<file path="config.mk">
export PLATFORM = sky130hd
export DESIGN_NAME = escape_sequence_to_utf8_unit
export DESIGN_NICKNAME = d
export VERILOG_FILES = /design/src/hdl/esu_pkg.sv /design/src/hdl/esu_front.sv /design/src/hdl/esu_fifo.sv /design/src/hdl/esu_back.sv /design/src/hdl/escape_sequence_to_utf8_unit.sv
export VERILOG_INCLUDE_DIRS = /design/src /design/src/hdl
export SDC_FILE = /design/constraint.sdc
export NUM_CORES = 1
export LEC_CHECK = 0
export BUFFER_PORTS_ARGS = -buffer_cell sky130_fd_sc_hd__buf_2
export CELL_PAD_IN_SITES_DETAIL_PLACEMENT = 1
export CELL_PAD_IN_SITES_GLOBAL_PLACEMENT = 2
export CORE_AREA = 2 2 170 172
export DETAILED_ROUTE_END_ITERATION = 10
export DIE_AREA = 0 0 172 174
export PLACE_DENSITY_LB_ADDON = 0.1
export REMOVE_ABC_BUFFERS = 1
export SLEW_MARGIN = 5
export SYNTH_ARGS = -nofsm -noshare
export SYNTH_HDL_FRONTEND = slang
export SYNTH_SLANG_ARGS = --single-unit
</file>
<file path="constraint.sdc">
create_clock -name clk -period 11.49 [get_ports clk]
set_input_delay 1.7235 -clock clk [delete_from_list [all_inputs] [get_ports clk]]
set_output_delay 1.7235 -clock clk [all_outputs]
set_load 0.05 [all_outputs]
</file>
<file path="src/hdl/escape_sequence_to_utf8_unit_defines.svh">
// ---------------------------------------------------------------------------
// escape_sequence_to_utf8_unit_defines
// Assertion macros shared by the escape decoder queue and serializer.
// ---------------------------------------------------------------------------
`ifndef ESCAPE_SEQUENCE_TO_UTF8_UNIT_DEFINES_SVH
`define ESCAPE_SEQUENCE_TO_UTF8_UNIT_DEFINES_SVH

// cond must hold at every clock edge out of reset
`define ESU_ASSERT_ALWAYS(lbl, cond, msg) \
  lbl: assert property (@(posedge clk) disable iff (!rst_n) (cond)) else $error(msg);

// ante at one edge implies cons at the next edge
`define ESU_ASSERT_NEXT(lbl, ante, cons, msg) \
  lbl: assert property (@(posedge clk) disable iff (!rst_n) (ante) |=> (cons)) else $error(msg);

`endif

</file>
<file path="src/hdl/esu_pkg.sv">
// ---------------------------------------------------------------------------
// esu_pkg
// Types and constants shared by the escape sequence to UTF-8 decoder.
// ---------------------------------------------------------------------------
package esu_pkg;

  localparam int unsigned FIFO_DEPTH = 4;
  localparam int unsigned PTR_W      = $clog2(FIFO_DEPTH);
  localparam int unsigned CNT_W      = $clog2(FIFO_DEPTH + 1);
  localparam int unsigned MAX_ITEMS  = 4;

  localparam logic [2:0] ERR_NONE      = 3'd0;
  localparam logic [2:0] ERR_BAD_LETTER = 3'd1;
  localparam logic [2:0] ERR_BAD_HEX   = 3'd2;
  localparam logic [2:0] ERR_TRUNCATED = 3'd3;
  localparam logic [2:0] ERR_OVERFLOW  = 3'd4;

  localparam logic [7:0] CH_BACKSLASH = 8'h5c;

  typedef enum logic [3:0] {
    MODE_IDLE = 4'b0001,
    MODE_ESC  = 4'b0010,
    MODE_HEX  = 4'b0100,
    MODE_OCT  = 4'b1000
  } mode_t;

  // one result item
  typedef struct packed {
    logic [7:0] data;
    logic       has;
    logic [2:0] err;
  } item_t;

  // all result items caused by one input item; last is index of final item
  typedef struct packed {
    logic [1:0]            last;
    item_t [MAX_ITEMS-1:0] items;
  } cmd_t;

endpackage

</file>
<file path="src/hdl/esu_front.sv">
// ---------------------------------------------------------------------------
// esu_front
// Escape parser: tracks the escape state and turns each input item into a
// list of 0..4 result items (UTF-8 bytes and error marks).
// ---------------------------------------------------------------------------
module esu_front import esu_pkg::*; (
  input  logic       clk,
  input  logic       rst_n,
  input  logic       acc,       // input item accepted this cycle
  input  logic [7:0] data_byte,
  input  logic       end_mark,
  output logic       cmd_valid, // item produced at least one result
  output cmd_t       cmd
);

  mode_t       mode_r, mode_nxt;
  logic [3:0]  digits_r, digits_nxt;
  logic [1:0]  octal_r, octal_nxt;
  logic [31:0] code_r, code_nxt;

  function automatic logic [4:0] hex_digit(input logic [7:0] b);
    // bit 4 set when b is a hex digit
    if (b >= 8'h30 && b <= 8'h39) return {1'b1, b[3:0]};
    if ((b >= 8'h61 && b <= 8'h66) || (b >= 8'h41 && b <= 8'h46))
      return {1'b1, b[3:0] + 4'd9};
    return 5'd0;
  endfunction

  function automatic logic [8:0] letter_code(input logic [7:0] b);
    case (b)
      8'h61:   letter_code = {1'b1, 8'h07};
      8'h62:   letter_code = {1'b1, 8'h08};
      8'h66:   letter_code = {1'b1, 8'h0c};
      8'h6e:   letter_code = {1'b1, 8'h0a};
      8'h72:   letter_code = {1'b1, 8'h0d};
      8'h74:   letter_code = {1'b1, 8'h09};
      8'h76:   letter_code = {1'b1, 8'h0b};
      8'h22:   letter_code = {1'b1, 8'h22};
      8'h5c:   letter_code = {1'b1, 8'h5c};
      default: letter_code = 9'd0;
    endcase
  endfunction

  logic        emit_en, perr_en, pass_en, trunc_en;
  logic [2:0]  perr_code;
  logic [31:0] emit_cp;
  logic [4:0]  hd;
  logic [8:0]  lc;
  logic        is_oct;

  // parse
  always_comb begin
    mode_nxt   = mode_r;
    digits_nxt = digits_r;
    octal_nxt  = octal_r;
    code_nxt   = code_r;
    emit_en    = 1'b0;
    emit_cp    = code_r;
    perr_en    = 1'b0;
    perr_code  = ERR_NONE;
    pass_en    = 1'b0;
    trunc_en   = 1'b0;
    hd         = hex_digit(data_byte);
    lc         = letter_code(data_byte);
    is_oct     = (data_byte >= 8'h30) && (data_byte <= 8'h37);

    case (mode_r)
      MODE_ESC: begin
        mode_nxt   = MODE_IDLE;
        digits_nxt = 4'd0;
        octal_nxt  = 2'd0;
        code_nxt   = 32'd0;
        if (lc[8]) begin
          emit_en = 1'b1;
          emit_cp = {24'd0, lc[7:0]};
        end else if (data_byte == 8'h78 || data_byte == 8'h75 || data_byte == 8'h55) begin
          mode_nxt   = MODE_HEX;
          digits_nxt = (data_byte == 8'h78) ? 4'd2 : (data_byte == 8'h75) ? 4'd4 : 4'd8;
        end else if (is_oct) begin
          mode_nxt  = MODE_OCT;
          octal_nxt = 2'd1;
          code_nxt  = {29'd0, data_byte[2:0]};
        end else begin
          perr_en   = 1'b1;
          perr_code = ERR_BAD_LETTER;
        end
      end
      MODE_HEX: begin
        if (!hd[4]) begin
          mode_nxt   = MODE_IDLE;
          digits_nxt = 4'd0;
          code_nxt   = 32'd0;
          perr_en    = 1'b1;
          perr_code  = ERR_BAD_HEX;
        end else begin
          code_nxt   = {code_r[27:0], hd[3:0]};
          digits_nxt = digits_r - 4'd1;
          if (digits_nxt == 4'd0) begin
            emit_en  = 1'b1;
            emit_cp  = code_nxt;
            mode_nxt = MODE_IDLE;
            code_nxt = 32'd0;
          end
        end
      end
      MODE_OCT: begin
        if (is_oct) begin
          code_nxt  = {code_r[28:0], data_byte[2:0]};
          octal_nxt = octal_r + 2'd1;
          if (octal_nxt == 2'd3) begin
            emit_en   = 1'b1;
            emit_cp   = code_nxt;
            mode_nxt  = MODE_IDLE;
            octal_nxt = 2'd0;
            code_nxt  = 32'd0;
          end
        end else begin
          // escape ends here; the byte is then handled from idle
          emit_en   = 1'b1;
          emit_cp   = code_r;
          octal_nxt = 2'd0;
          code_nxt  = 32'd0;
          if (data_byte == CH_BACKSLASH) mode_nxt = MODE_ESC;
          else begin
            mode_nxt = MODE_IDLE;
            pass_en  = 1'b1;
          end
        end
      end
      default: begin
        digits_nxt = 4'd0;
        octal_nxt  = 2'd0;
        code_nxt   = 32'd0;
        if (data_byte == CH_BACKSLASH) mode_nxt = MODE_ESC;
        else begin
          mode_nxt = MODE_IDLE;
          pass_en  = 1'b1;
        end
      end
    endcase

    // end mark flushes a pending octal escape, flags anything else
    if (end_mark) begin
      if (mode_nxt == MODE_OCT) begin
        emit_en = 1'b1;
        emit_cp = code_nxt;
      end else if (mode_nxt != MODE_IDLE) begin
        trunc_en = 1'b1;
      end
      mode_nxt   = MODE_IDLE;
      digits_nxt = 4'd0;
      octal_nxt  = 2'd0;
      code_nxt   = 32'd0;
    end
  end

  // UTF-8 encode of the emitted code point
  logic [20:0] cp21;
  logic        cp_bad;
  item_t [3:0] enc;
  logic [2:0]  enc_n;

  always_comb begin
    cp_bad = (emit_cp >= 32'h0000_d800 && emit_cp <= 32'h0000_dfff) ||
             (emit_cp > 32'h0010_ffff);
    cp21   = cp_bad ? 21'h00fffd : emit_cp[20:0];
    enc    = '0;
    if (emit_cp[31]) begin
      enc[0] = '{data: 8'h00, has: 1'b0, err: ERR_OVERFLOW};
      enc_n  = 3'd1;
    end else if (cp21 < 21'h80) begin
      enc[0] = '{data: {1'b0, cp21[6:0]}, has: 1'b1, err: ERR_NONE};
      enc_n  = 3'd1;
    end else if (cp21 < 21'h800) begin
      enc[0] = '{data: {3'b110, cp21[10:6]}, has: 1'b1, err: ERR_NONE};
      enc[1] = '{data: {2'b10, cp21[5:0]}, has: 1'b1, err: ERR_NONE};
      enc_n  = 3'd2;
    end else if (cp21 < 21'h10000) begin
      enc[0] = '{data: {4'b1110, cp21[15:12]}, has: 1'b1, err: ERR_NONE};
      enc[1] = '{data: {2'b10, cp21[11:6]}, has: 1'b1, err: ERR_NONE};
      enc[2] = '{data: {2'b10, cp21[5:0]}, has: 1'b1, err: ERR_NONE};
      enc_n  = 3'd3;
    end else begin
      enc[0] = '{data: {5'b11110, cp21[20:18]}, has: 1'b1, err: ERR_NONE};
      enc[1] = '{data: {2'b10, cp21[17:12]}, has: 1'b1, err: ERR_NONE};
      enc[2] = '{data: {2'b10, cp21[11:6]}, has: 1'b1, err: ERR_NONE};
      enc[3] = '{data: {2'b10, cp21[5:0]}, has: 1'b1, err: ERR_NONE};
      enc_n  = 3'd4;
    end
  end

  // pack results in order: code point or error, passed byte, truncation
  logic [2:0] n;
  always_comb begin
    cmd = '0;
    n   = 3'd0;
    if (emit_en) begin
      cmd.items = enc;
      n         = enc_n;
    end else if (perr_en) begin
      cmd.items[0] = '{data: 8'h00, has: 1'b0, err: perr_code};
      n            = 3'd1;
    end
    if (pass_en) begin
      cmd.items[n[1:0]] = '{data: data_byte, has: 1'b1, err: ERR_NONE};
      n                 = n + 3'd1;
    end
    if (trunc_en) begin
      cmd.items[n[1:0]] = '{data: 8'h00, has: 1'b0, err: ERR_TRUNCATED};
      n                 = n + 3'd1;
    end
    cmd.last  = n[1:0] - 2'd1;
    cmd_valid = acc && (n != 3'd0);
  end

  always_ff @(posedge clk) begin
    if (!rst_n) begin
      mode_r   <= MODE_IDLE;
      digits_r <= 4'd0;
      octal_r  <= 2'd0;
      code_r   <= 32'd0;
    end else if (acc) begin
      mode_r   <= mode_nxt;
      digits_r <= digits_nxt;
      octal_r  <= octal_nxt;
      code_r   <= code_nxt;
    end
  end

endmodule

</file>
<file path="src/hdl/esu_fifo.sv">
// ---------------------------------------------------------------------------
// esu_fifo
// Short queue of decoded result lists between parser and serializer.
// ---------------------------------------------------------------------------
`include "escape_sequence_to_utf8_unit_defines.svh"

module esu_fifo import esu_pkg::*; (
  input  logic clk,
  input  logic rst_n,
  input  logic push,
  input  cmd_t push_cmd,
  output logic full,
  input  logic pop,
  output logic head_valid,
  output cmd_t head_cmd
);

  cmd_t             mem_r [FIFO_DEPTH];
  logic [PTR_W-1:0] wr_r, rd_r;
  logic [CNT_W-1:0] cnt_r;

  assign full       = (cnt_r == CNT_W'(FIFO_DEPTH));
  assign head_valid = (cnt_r != '0);
  assign head_cmd   = mem_r[rd_r];

  always_ff @(posedge clk) begin
    if (push) mem_r[wr_r] <= push_cmd;
  end

  always_ff @(posedge clk) begin
    if (!rst_n) begin
      wr_r  <= '0;
      rd_r  <= '0;
      cnt_r <= '0;
    end else begin
      if (push) wr_r <= (wr_r == PTR_W'(FIFO_DEPTH - 1)) ? '0 : wr_r + 1'b1;
      if (pop)  rd_r <= (rd_r == PTR_W'(FIFO_DEPTH - 1)) ? '0 : rd_r + 1'b1;
      case ({push, pop})
        2'b10:   cnt_r <= cnt_r + 1'b1;
        2'b01:   cnt_r <= cnt_r - 1'b1;
        default: cnt_r <= cnt_r;
      endcase
    end
  end

  `ESU_ASSERT_ALWAYS(a_no_overflow, !(push && full && !pop), "push into full queue")
  `ESU_ASSERT_ALWAYS(a_no_underflow, !(pop && !head_valid), "pop from empty queue")

endmodule

</file>
<file path="src/hdl/esu_back.sv">
// ---------------------------------------------------------------------------
// esu_back
// Serializer: walks the head result list one item per cycle into the
// output register while out_tready is high or the register is empty.
// ---------------------------------------------------------------------------
`include "escape_sequence_to_utf8_unit_defines.svh"

module esu_back import esu_pkg::*; (
  input  logic        clk,
  input  logic        rst_n,
  input  logic        head_valid,
  input  cmd_t        head_cmd,
  output logic        pop,
  output logic        out_tvalid,
  input  logic        out_tready,
  output logic [15:0] out_tdata,
  output logic        out_tuser,
  output logic        out_tlast
);

  logic [1:0] idx_r;
  logic       valid_r;
  item_t      item_r;
  logic       last_r;
  logic       load, at_last;

  assign load    = head_valid && (!valid_r || out_tready);
  assign at_last = (idx_r == head_cmd.last);
  assign pop     = load && at_last;

  always_ff @(posedge clk) begin
    if (!rst_n) begin
      idx_r   <= 2'd0;
      valid_r <= 1'b0;
    end else begin
      if (load) begin
        valid_r <= 1'b1;
        idx_r   <= at_last ? 2'd0 : idx_r + 2'd1;
      end else if (out_tready) begin
        valid_r <= 1'b0;
      end
    end
  end

  always_ff @(posedge clk) begin
    if (load) begin
      item_r <= head_cmd.items[idx_r];
      last_r <= at_last;
    end
  end

  assign out_tvalid = valid_r;
  assign out_tdata  = {5'd0, item_r.err, item_r.data};
  assign out_tuser  = item_r.has;
  assign out_tlast  = last_r;

  `ESU_ASSERT_ALWAYS(a_idx_in_list, !head_valid || (idx_r <= head_cmd.last),
                     "item index past end of list")
  `ESU_ASSERT_ALWAYS(a_error_no_byte, !(valid_r && !item_r.has) || (item_r.data == 8'h00),
                     "error item carries a byte")
  `ESU_ASSERT_NEXT(a_stall_hold, valid_r && !out_tready, valid_r && $stable(item_r),
                   "stalled output item changed")

endmodule

</file>
<file path="src/hdl/escape_sequence_to_utf8_unit.sv">
// ---------------------------------------------------------------------------
// escape_sequence_to_utf8_unit
// Decodes C string literal escapes in a byte stream into UTF-8 bytes.
// ---------------------------------------------------------------------------
//  channel | dir | tdata                             | tuser    | tlast
//  in_     | in  | [7:0] data_byte                   | -        | end_mark
//  out_    | out | [7:0] out_byte, [10:8] error_code | has_byte | last_of_run
//
// One input item per cycle is accepted while the 4-entry result queue has room.
// Each input item yields 0..4 output items, sent one per cycle while out_tready
// is high from the queue head, so output rate bounds throughput when escapes
// expand to multi-byte runs. Results pass queue write, then output register.
// Reset clears parser state, queue and output register; no clearing pass.
// out_tready low holds the output item; in_tready drops only when the queue is full.
// ---------------------------------------------------------------------------
module escape_sequence_to_utf8_unit import esu_pkg::*; (
  input  logic        clk,
  input  logic        rst_n,
  input  logic        in_tvalid,
  output logic        in_tready,
  input  logic [7:0]  in_tdata,   // [7:0] data_byte
  input  logic        in_tlast,
  output logic        out_tvalid,
  input  logic        out_tready,
  output logic [15:0] out_tdata,  // [7:0] out_byte, [10:8] error_code
  output logic        out_tuser,  // [0] has_byte
  output logic        out_tlast
);

  logic acc, cmd_valid, full, pop, head_valid;
  cmd_t cmd, head_cmd;

  assign in_tready = !full;
  assign acc       = in_tvalid && in_tready;

  esu_front u_front (
    .clk       (clk),
    .rst_n     (rst_n),
    .acc       (acc),
    .data_byte (in_tdata),
    .end_mark  (in_tlast),
    .cmd_valid (cmd_valid),
    .cmd       (cmd)
  );

  esu_fifo u_fifo (
    .clk        (clk),
    .rst_n      (rst_n),
    .push       (cmd_valid),
    .push_cmd   (cmd),
    .full       (full),
    .pop        (pop),
    .head_valid (head_valid),
    .head_cmd   (head_cmd)
  );

  esu_back u_back (
    .clk        (clk),
    .rst_n      (rst_n),
    .head_valid (head_valid),
    .head_cmd   (head_cmd),
    .pop        (pop),
    .out_tvalid (out_tvalid),
    .out_tready (out_tready),
    .out_tdata  (out_tdata),
    .out_tuser  (out_tuser),
    .out_tlast  (out_tlast)
  );

endmodule

</file>
==> qor.yml, run 1 <==
critPathSlowestCell: "or3_1"
firstDrtPassIters: 5
synth_area_leaders: "edfxtp_1 43%, mux4_2 9.1%, dfxtp_1 8.3%, nand2_1 3.7%, a21oi_1 2.6%"
synth_edf_count: 189
rr_endpoint: "u_fifo.mem_r[3][7]"
fp-row-count: 62
port-buffer-count: 27
grt_overflow: 0
ff2ff_path_depth: 21
peakVddDrop_uv: 104
relSlewSlack_pct: 19.9
syn-instance-count: 1127
skew_ps: 15.4
vias_per_cell: 6.18
drive_gt1_share_pct: 16.8
wl_per_cell_um: 25.5
fillers: 2998
setup_viol: 0
hold_depth: 2
ys_seq_elements: 243
grt_max_degree: 55
ys_seq_area_share_pct: 51.7
ys_warn_count: 0
cts-htree-levels: 1
synth_common_cells: "189 x edfxtp_1, 128 x nand2_1, 68 x a21oi_1"
die-area_um2: 29900
fmax_ghz: 0.114
worstPathCellList: "buf_2 -> nand4bb_1 -> or3_1 -> a21oi_1 -> o221ai_2 -> a31oi_1 -> nand3_1 -> or4_4 -> nor3_2 -> o31ai_2 -> ha_1 -> nand2b_1 -> o31a_2 -> inv_1 -> ha_1 -> mux2_2 -> ha_1 -> nand2_1 -> nor3_1 -> a311oi_2 -> and2_2 -> buf_4"
post-dp-hpwl_um: 27900
tightest_slew_ps: 1190
antenna_found_initial: 0
post_cts_resized: 0
clkSinkCount: 243
vias: 9417
fin_util_pct: 51.0
slew_viol_final: 0
grt_pass1_wl_um: 59700
area_delta_synth_final_pct: 10.1
reg2reg_from: "u_front.octal_r[0]"
track_usage_pct: 26.3
first_iter_violations: 800
required_ps: 11670
cts_inserted_buffers: 26
initial_core_util_pct: 46.3
mappedNetlistArea_um2: 13100
p_leak_nw: 4.83
hold_path_end: "u_back.out_tvalid"
syn_avg_cell_area_um2: 11.6
clk_pin_slew_ps: 60
place.gp.congestion: 0.961
reg2reg_slack_ps: 3860
cts_hold_buf: 0
worst-setup-path-type: "in2reg"
grt_pass1_vias: 9721
cap_violations: 0
p_per_area_nw_per_um2: 172
finalNetCount: 1157
post_cts_buffers: 0
critical_path.max_stage_delay_ps: 690
die_h_um: 174
io_pins: 33
finalHoldViolCount: 0
drtAntennaViolNets: 0
clock_latency_ps: 540
path_max_fanout: 29
die_w_um: 172
route.detailed.drc: 0
hp-start: "u_back.out_tvalid"
cts_tree: "yes"
core_area_um2: 28200
synth_area_leader_cell: "edfxtp_1"
cp-start-kind: "primary input"
ys_types: 98
synthMostInstantiatedCell: "edfxtp_1"
rsz0062_at_grt: "no"
outcome: "finished clean"
cts_buffer_depth: 3
fin_setup_tns_ps: 0
wl_um: 38800
crit_top_cell: "ha_1"
fin_crit_sh_pct: 76.5
root_buffer: "clkbuf_16"
synthArstFlopShare_pct: 0
diodes: 0
synth_ff_type: "edfxtp_1"
hold_path.class: "reg2reg"
critPathArrivalTime_ps: 8970
fin_crit_ps: 8790
end_kind: "flip-flop"
synth_top_area_share_pct: 43.4
==> metrics by stage <==
| step | instances | setup slack, ps | hold WS (ps) | area, um2 | power [mW] |
|---|---|---|---|---|---|
| global placement | 1475 | 2440 | 467 | 13500 | 1.62 |
| global route | 1523 | 2150 | 540 | 14400 | 2.57 |
| finish | 1523 | 2700 | 507 | 14400 | 2.47 |
| CTS | 1523 | 2740 | 515 | 14400 | 2.50 |
| detailed placement | 1475 | 2220 | 506 | 13500 | 1.64 |
| floorplan | 1044 | 2930 | 467 | 12700 | 1.50 |
==> worst max-delay path by stage <==
stage                          end  slack [ps]         from  cells past startpoint
6_report        u_fifo.mem_r[3][7]        2700  in_tdata[5]                     22
3_5_place_dp   u_fifo.mem_r[0][21]        2220  in_tdata[5]                     22
5_1_grt        u_fifo.mem_r[0][43]        2150  in_tdata[5]                     22
2_1_floorplan   u_fifo.mem_r[3][0]        2930  in_tdata[3]                     20
4_1_cts         u_fifo.mem_r[0][7]        2740  in_tdata[5]                     22
3_3_place_gp   u_fifo.mem_r[0][30]        2440  in_tdata[5]                     22
==> final cells by class <==
cell class,count,area [um2],area share [%]
multi-input combinational,772,5870,40.8
tap,384,480,3.34
clock inverter,18,225,1.56
sequential,243,6760,47.0
clock buffer,30,666,4.63
inverter,29,109,0.756
timing repair buffer,47,285,1.98
==> state kept, by name, indices dropped and copies added, names as in the netlist, named ones only <==
signal	flops
u_back.out_tdata	11
u_front.code_r	32
u_fifo.rd_r	2
u_fifo.wr_r	2
u_back.out_tlast	1
u_back.out_tvalid	1
u_front.digits_r	4
u_fifo.mem_r	176
u_back.idx_r	2
u_front.octal_r	2
u_back.out_tuser	1
u_front.mode_r	4
u_fifo.cnt_r	3
==> critical path: cells and delay by family <==
kind / cells / cell delay, ps
AND/OR/NAND/NOR: 9 / 3090
buffers and inverters: 3 / 780
multiplexers: 1 / 270
adder cells (fa/ha/maj): 3 / 830
AO/OA/AOI/OAI: 6 / 2210
==> layout by cell type (no fill, tap or decap), drive strengths merged, types with 14 or more instances in the layout <==
cell    synthesis  layout
edfxtp        189     189
nand2         128     128
a21oi          70      70
o21ai          70      70
dfxtp          54      54
mux4           53      53
nor2           47      47
buf            26      47
and2           46      46
a22oi          36      36
clkbuf         61      30
inv            28      28
ha             24      24
nand3          22      22
nor3           21      21
nor2b          20      20
o211ai         18      18
clkinv          1      14
==> routing by layer <==
| metal | GRT usage, % | part of all wire [%] | vias up |
|---|---|---|---|
| li1 | - | - | 4310 |
| met1 | 34.7 | 43 | 4725 |
| met2 | 44.2 | 49 | 290 |
| met3 | 2.69 | 3.9 | 92 |
| met4 | 11.3 | 4.7 | 0 |
| met5 | 0 | 0 | - |
==> power by group <==
group | switching [mW] | internal (mW)
logic | 0.320 | 0.201
registers | 0.0310 | 1.05
clock network | 0.337 | 0.527
==> kinds of logic (layout without fill, tap and decap cells) <==
logic type | count (synthesis) | in the layout | share of synthesized area (%)
buffers and inverters | 116 | 124 | 3.73
muxes | 73 | 73 | 10.8
xor gates and xnor gates | 12 | 12 | 0.804
adders and majority gates | 25 | 25 | 2.45
other | 1 | 5 | 0.0287
DFF | 243 | 243 | 51.7
AOI/OAI and AO/OA | 312 | 312 | 16.9
and+or+nand+nor | 345 | 345 | 13.6
Power figures use the tool's default switching activity.
==> run 2, diff against run 1 <==
--- a/config.mk
+++ b/config.mk
@@ -9,9 +9,9 @@
 export BUFFER_PORTS_ARGS = -buffer_cell sky130_fd_sc_hd__buf_2
 export CELL_PAD_IN_SITES_DETAIL_PLACEMENT = 1
 export CELL_PAD_IN_SITES_GLOBAL_PLACEMENT = 2
-export CORE_AREA = 2 2 170 172
+export CORE_AREA = 2 2 187 189
 export DETAILED_ROUTE_END_ITERATION = 10
-export DIE_AREA = 0 0 172 174
+export DIE_AREA = 0 0 189 191
 export PLACE_DENSITY_LB_ADDON = 0.1
 export REMOVE_ABC_BUFFERS = 1
 export SLEW_MARGIN = 5
==> constraint.sdc (replaced) <==
create_clock -name clk -period 7.4 [get_ports clk]
set_input_delay 1.11 -clock clk [delete_from_list [all_inputs] [get_ports clk]]
set_output_delay 1.11 -clock clk [all_outputs]
set_load 0.05 [all_outputs]
==> run 2 against run 1 <==
Effect of this change:
- register-to-register slack worse by 2900 ps
- first-iteration DRC count down 1.3%
- core utilization down 7.5 points
- global-route usage down 3.9 points
- clock skew up 3.8 ps
- wire length up 2.8%
- final cell count up 7.4%
- clock power up 50%
==> qor.yml, run 2 (same netlist as run 1, synthesis figures left out) <==
outcome: "finished clean"
grt_overflow: 0  # unchanged
clock_latency_ps: 540  # about the same
antenna_found_initial: 0  # unchanged
cts_hold_buf: 0  # unchanged
area_delta_synth_final_pct: 13.4
cts_inserted_buffers: 26  # unchanged
setup_viol: 0  # unchanged
die_h_um: 191  # +9.8%
finalHoldViolCount: 0  # unchanged
root_buffer: "clkbuf_16"
tightest_slew_ps: 938  # -254 ps
wl_um: 39900  # +2.8%
worst-setup-path-type: "in2reg"
regMostFlops: "u_fifo.mem_r"
rsz0062_at_grt: "no"
end_kind: "flip-flop"
critical_path.max_stage_delay_ps: 550  # -140 ps
cap_violations: 0  # unchanged
grt_max_degree: 55  # unchanged
first_iter_violations: 790  # -1.3%
crit_top_cell: "ha_1"
reg2reg_slack_ps: 970  # -2890 ps
reg2reg_from: "u_front.mode_r[2]"
cts-htree-levels: 1  # unchanged
slew_viol_final: 0  # unchanged
path_max_fanout: 8  # -72%
hold_path.class: "reg2reg"
finalNetCount: 1199  # +3.6%
p_per_area_nw_per_um2: 257  # +50%
io_pins: 33  # unchanged
die_w_um: 189  # +9.9%
vias_per_cell: 5.82  # -5.9%
layout_common_cells: "189 x edfxtp_1, 128 x nand2_1, 68 x a21oi_1, 66 x o21ai_0, 58 x buf_4"
vias: 9512  # +1.0%
fin_util_pct: 43.4  # -7.5 points
numPlacedInstances: 1588  # +7.7%
final_cells: 1635  # +7.4%
grt_pass1_vias: 9901  # +1.9%
core_area_um2: 34100  # +21%
fin_area_um2: 14800  # +3.0%
relSlewSlack_pct: 37.0  # +17 points
clkSinkCount: 243  # unchanged
dpl_cell_area_um2: 14000  # +3.4%
critPathArrivalTime_ps: 7320  # -1650 ps
required_ps: 7860  # -3810 ps
die-area_um2: 36100  # +21%
drive_gt1_share_pct: 20.1  # +3.3 points
ff2ff_path_depth: 25  # +19%
fp-row-count: 68  # +9.7%
drtAntennaViolNets: 0  # unchanged
cp-start-kind: "primary input"
cp-startpoint: "in_tdata[1]"
cts_tree: "yes"
fin_crit_ps: 6860
rr_endpoint: "u_fifo.cnt_r[2]"
peakVddDrop_uv: 174  # +67%
fmax_ghz: 0.146
fin_crit_sh_pct: 92.7
hold_ws_ps: 483  # -24.6 ps
layout_commonest_cell: "edfxtp_1"
clk_pin_slew_ps: 60  # about the same
wl_per_cell_um: 24.4  # -4.2%
largest_register_ffs: 176  # unchanged
post_cts_buffers: 0  # unchanged
cts_buffer_depth: 3  # unchanged
place.gp.congestion: 0.927  # -3.5%
port-buffer-count: 27  # unchanged
diodes: 0  # unchanged
route.detailed.drc: 0  # unchanged
p_leak_nw: 5.03  # +4.1%
critPathSlowestCell: "or4_4"
track_usage_pct: 22.5  # -3.9 points
post_cts_resized: 0  # unchanged
firstDrtPassIters: 6  # +1
grt_pass1_wl_um: 62200  # +4.1%
post-dp-hpwl_um: 29100  # +4.4%
power.total_mw: 3.81  # +54%
critPathCapture: "u_fifo.cnt_r[2]"
skew_ps: 19.3  # +3.85 ps
initial_core_util_pct: 38.3  # -8.0 points
run 2: cell types whose count changed in the layout (fill, tap and decap cells not counted), sizes merged:
cell	change
buf	+42
bufinv	-2
clkinvlp	+3
clkinv	-3
clkbuf	+1
run 2: layer usage:
metal  vias up  part of all wire (%)  wire [um]  GRT usage, %
met2       207                    50      19900          39.4
li1       4399                     -          -             -
met3        51                   3.5       1410          2.18
met1      4855                    45      17800          30.1
met5         -                     0          0             0
met4         0                   2.0        794          5.20
run 2: metrics by stage:
step           setup slack [ps]  TNS (ps)
2_1_floorplan              -542    -95600
3_3_place_gp                167         0
3_5_place_dp               21.3         0
4_1_cts                     575         0
5_1_grt                     231         0
6_report                    541         0
run 2: final cells by class:
type	instances	area (um2)
clock inverter	16	171
clock buffer	31	691
sequential	243	6760
tap	455	569
fill	3627	19300
inverter	29	109
timing repair buffer	89	651
multi-input combinational	772	5870
run 2: how the worst min path moves through the flow:
stage	cells past startpoint	to	slack [ps]	from
after CTS	2	u_back.out_tvalid	490	u_back.out_tvalid
after detailed placement	2	u_back.out_tvalid	480	u_back.out_tvalid
final	2	u_back.out_tvalid	480	u_back.out_tvalid
after global placement	2	u_back.out_tvalid	460	u_back.out_tvalid
after global routing	2	u_back.out_tvalid	530	u_back.out_tvalid
after floorplan	2	flip-flop	470	u_fifo.rd_r[1]
run 2: where the power goes:
group          switching, mW  internal [mW]
registers             0.0478           1.64
clock network          0.526          0.772
logic                  0.500          0.326
total                   1.07           2.73
run 2: critical path: cells and delay by family:
family                   cells  cell delay [ps]
XOR/XNOR                     1               80
adder cells (fa/ha/maj)      6             1490
AO/OA/AOI/OAI                9             2270
AND/OR/NAND/NOR              7             1540
buffers and inverters        5              560
multiplexers                 1              270
==> run 3, diff against run 2 <==
--- a/config.mk
+++ b/config.mk
@@ -13,6 +13,7 @@
 export DETAILED_ROUTE_END_ITERATION = 10
 export DIE_AREA = 0 0 189 191
 export PLACE_DENSITY_LB_ADDON = 0.1
+export RECOVER_POWER = 50
 export REMOVE_ABC_BUFFERS = 1
 export SLEW_MARGIN = 5
 export SYNTH_ARGS = -nofsm -noshare
==> run 3 against run 2 <==
Effect of this change:
- critical path type unchanged
- clock power barely moved
- hold slack gained 9.9 ps
- register-to-register slack lost 30 ps
- the flow now finishes with violations (max-capacitance violations, max-slew violations)
- total power grew 0.18%
- largest power group unchanged
==> qor.yml, run 3 (same netlist as run 1, synthesis figures left out) <==
root_buffer: "clkbuf_16"
power_switching_mw: 1.08  # +0.14%
fin_crit_ps: 6910  # +48.4 ps
wl_um: 40000  # +0.21%
crit_top_cell: "ha_1"
p_int_mw: 2.74  # +0.20%
skew_ps: 19.1  # -0.134 ps
fin_area_um2: 14700  # -0.49%
p_leak_nw: 4.92  # -2.3%
fin_crit_sh_pct: 93.3  # +0.65 points
hold_path.class: "reg2reg"
grt_overflow: 0  # unchanged
place.gp.congestion: 0.927  # unchanged
drtAntennaViolNets: 0  # unchanged
firstDrtPassIters: 5  # -1
post_cts_buffers: 0  # unchanged
finalNetCount: 1199  # unchanged
post_cts_resized: 0  # unchanged
diodes: 0  # unchanged
p_per_area_nw_per_um2: 259  # +0.68%
area_delta_synth_final_pct: 12.8
io_pins: 33  # unchanged
end_kind: "flip-flop"
cts-htree-levels: 1  # unchanged
path_max_fanout: 7  # -1
cts_inserted_buffers: 26  # unchanged
grt_pass1_vias: 9901  # unchanged
core_area_um2: 34100  # unchanged
antenna_found_initial: 0  # unchanged
outcome: "finished, violations left"
relSlewSlack_pct: -154  # -190 points
cts_tree: "yes"
die_w_um: 189  # unchanged
numPlacedInstances: 1588  # unchanged
critPathSlowestCell: "a311oi_1"
slew_viol_final: 100  # +100
required_ps: 7860  # about the same
cp-start-kind: "primary input"
final_cells: 1635  # unchanged
die-area_um2: 36100  # unchanged
largest_register_ffs: 176  # unchanged
clk_pin_slew_ps: 60  # about the same
fin_setup_tns_ps: 0  # unchanged
clkSinkCount: 243  # unchanged
initial_core_util_pct: 38.3  # unchanged
grt_pass1_wl_um: 62200  # unchanged
p_comb_share_pct: 21.8  # about the same
route.detailed.drc: 0  # unchanged
critPathArrivalTime_ps: 7370  # +50 ps
sw_frac_of_total_pct: 28.2  # about the same
post-dp-hpwl_um: 29100  # unchanged
vias_per_cell: 5.81  # -0.18%
setup_ws_ps: 493  # -48.4 ps
rsz0062_at_grt: "no"
critical_path.max_stage_delay_ps: 660  # +110 ps
sequentialPowerShare_pct: 44.2  # about the same
violations: "max-capacitance violations, max-slew violations"
clock_power_share_pct: 34.0  # about the same
die_h_um: 191  # unchanged
setup_viol: 0  # unchanged
layout_commonest_cell: "edfxtp_1"
fmax_ghz: 0.145  # -0.70%
wl_per_cell_um: 24.5  # +0.21%
crit_family: "compound AO/OA/AOI/OAI gates"
hold_ws_ps: 493  # +9.86 ps
regMostFlops: "u_fifo.mem_r"
cap_violations: 2  # +2
path_buf_inv: 5  # unchanged
finalHoldViolCount: 0  # unchanged
pre_cts_slack_ps: 21.3  # unchanged
tightest_slew_ps: 3810  # +2870 ps
worst-setup-path-type: "in2reg"
layout_common_cells: "189 x edfxtp_1, 128 x nand2_1, 68 x a21oi_1, 66 x o21ai_0, 53 x mux4_2"
cts_buffer_depth: 3  # unchanged
grt_max_degree: 55  # unchanged
port-buffer-count: 27  # unchanged
clock_latency_ps: 540  # about the same
fp-row-count: 68  # unchanged
cts_hold_buf: 0  # unchanged
dpl_cell_area_um2: 14000  # unchanged
vias: 9495  # -0.18%
peakVddDrop_uv: 171  # -1.9%
track_usage_pct: 22.5  # unchanged
drive_gt1_share_pct: 17.5  # -2.5 points
first_iter_violations: 788  # -0.25%
## run 3: path summary, 6_finish.rpt
check	startpoint	to	slack, ps	depth (start not counted)
max	in_tdata[1]	u_fifo.cnt_r[2]	490	29
min	u_back.out_tvalid	u_back.out_tvalid	490	2
max reg2reg	u_front.mode_r[2]	u_fifo.cnt_r[2]	940	26
min reg2reg	u_back.out_tvalid	u_back.out_tvalid	490	2
## run 3: final cells by class
class	instances	area (um2)
clock buffers	31	691
repair buffers	89	592
fillers	3646	19400
clock inverters	16	171
well taps	455	569
flip-flops and latches	243	6760
inverters	29	109
multi-input cells	772	5850
## run 3: layer usage
| layer | share of wire (%) | vias to the layer above | global-route usage [%] |
|---|---|---|---|
| li1 | - | 4396 | - |
| met1 | 45 | 4833 | 30.1 |
| met2 | 50 | 217 | 39.4 |
| met3 | 3.9 | 49 | 2.18 |
| met4 | 1.8 | 0 | 5.20 |
| met5 | 0 | - | 0 |
## run 3: tightest hold or removal path, delay by kind of cell (launching register included)
| family | cells | cell delay [ps] |
|---|---|---|
| flip-flops | 1 | 320 |
| AO/OA/AOI/OAI | 1 | 60 |
| AND/OR/NAND/NOR | 1 | 60 |
## run 3: power groups by stage
stage	clock (mW)	sequential (mW)	combinational (mW)
2_1_floorplan	0	1.90	0.424
5_1_grt	1.39	1.70	0.905
6_report	1.30	1.69	0.832
4_1_cts	1.33	1.69	0.848
3_3_place_gp	0	1.71	0.841
3_5_place_dp	0	1.71	0.848
## run 3: stage by stage
| step | util [%] | total power, mW |
|---|---|---|
| 2_1_floorplan | - | 2.32 |
| 3_3_place_gp | 40.9 | 2.55 |
| 3_5_place_dp | 40.9 | 2.56 |
| 4_1_cts | 43.4 | 3.87 |
| 5_1_grt | 43.2 | 3.99 |
| 6_report | 43.2 | 3.81 |
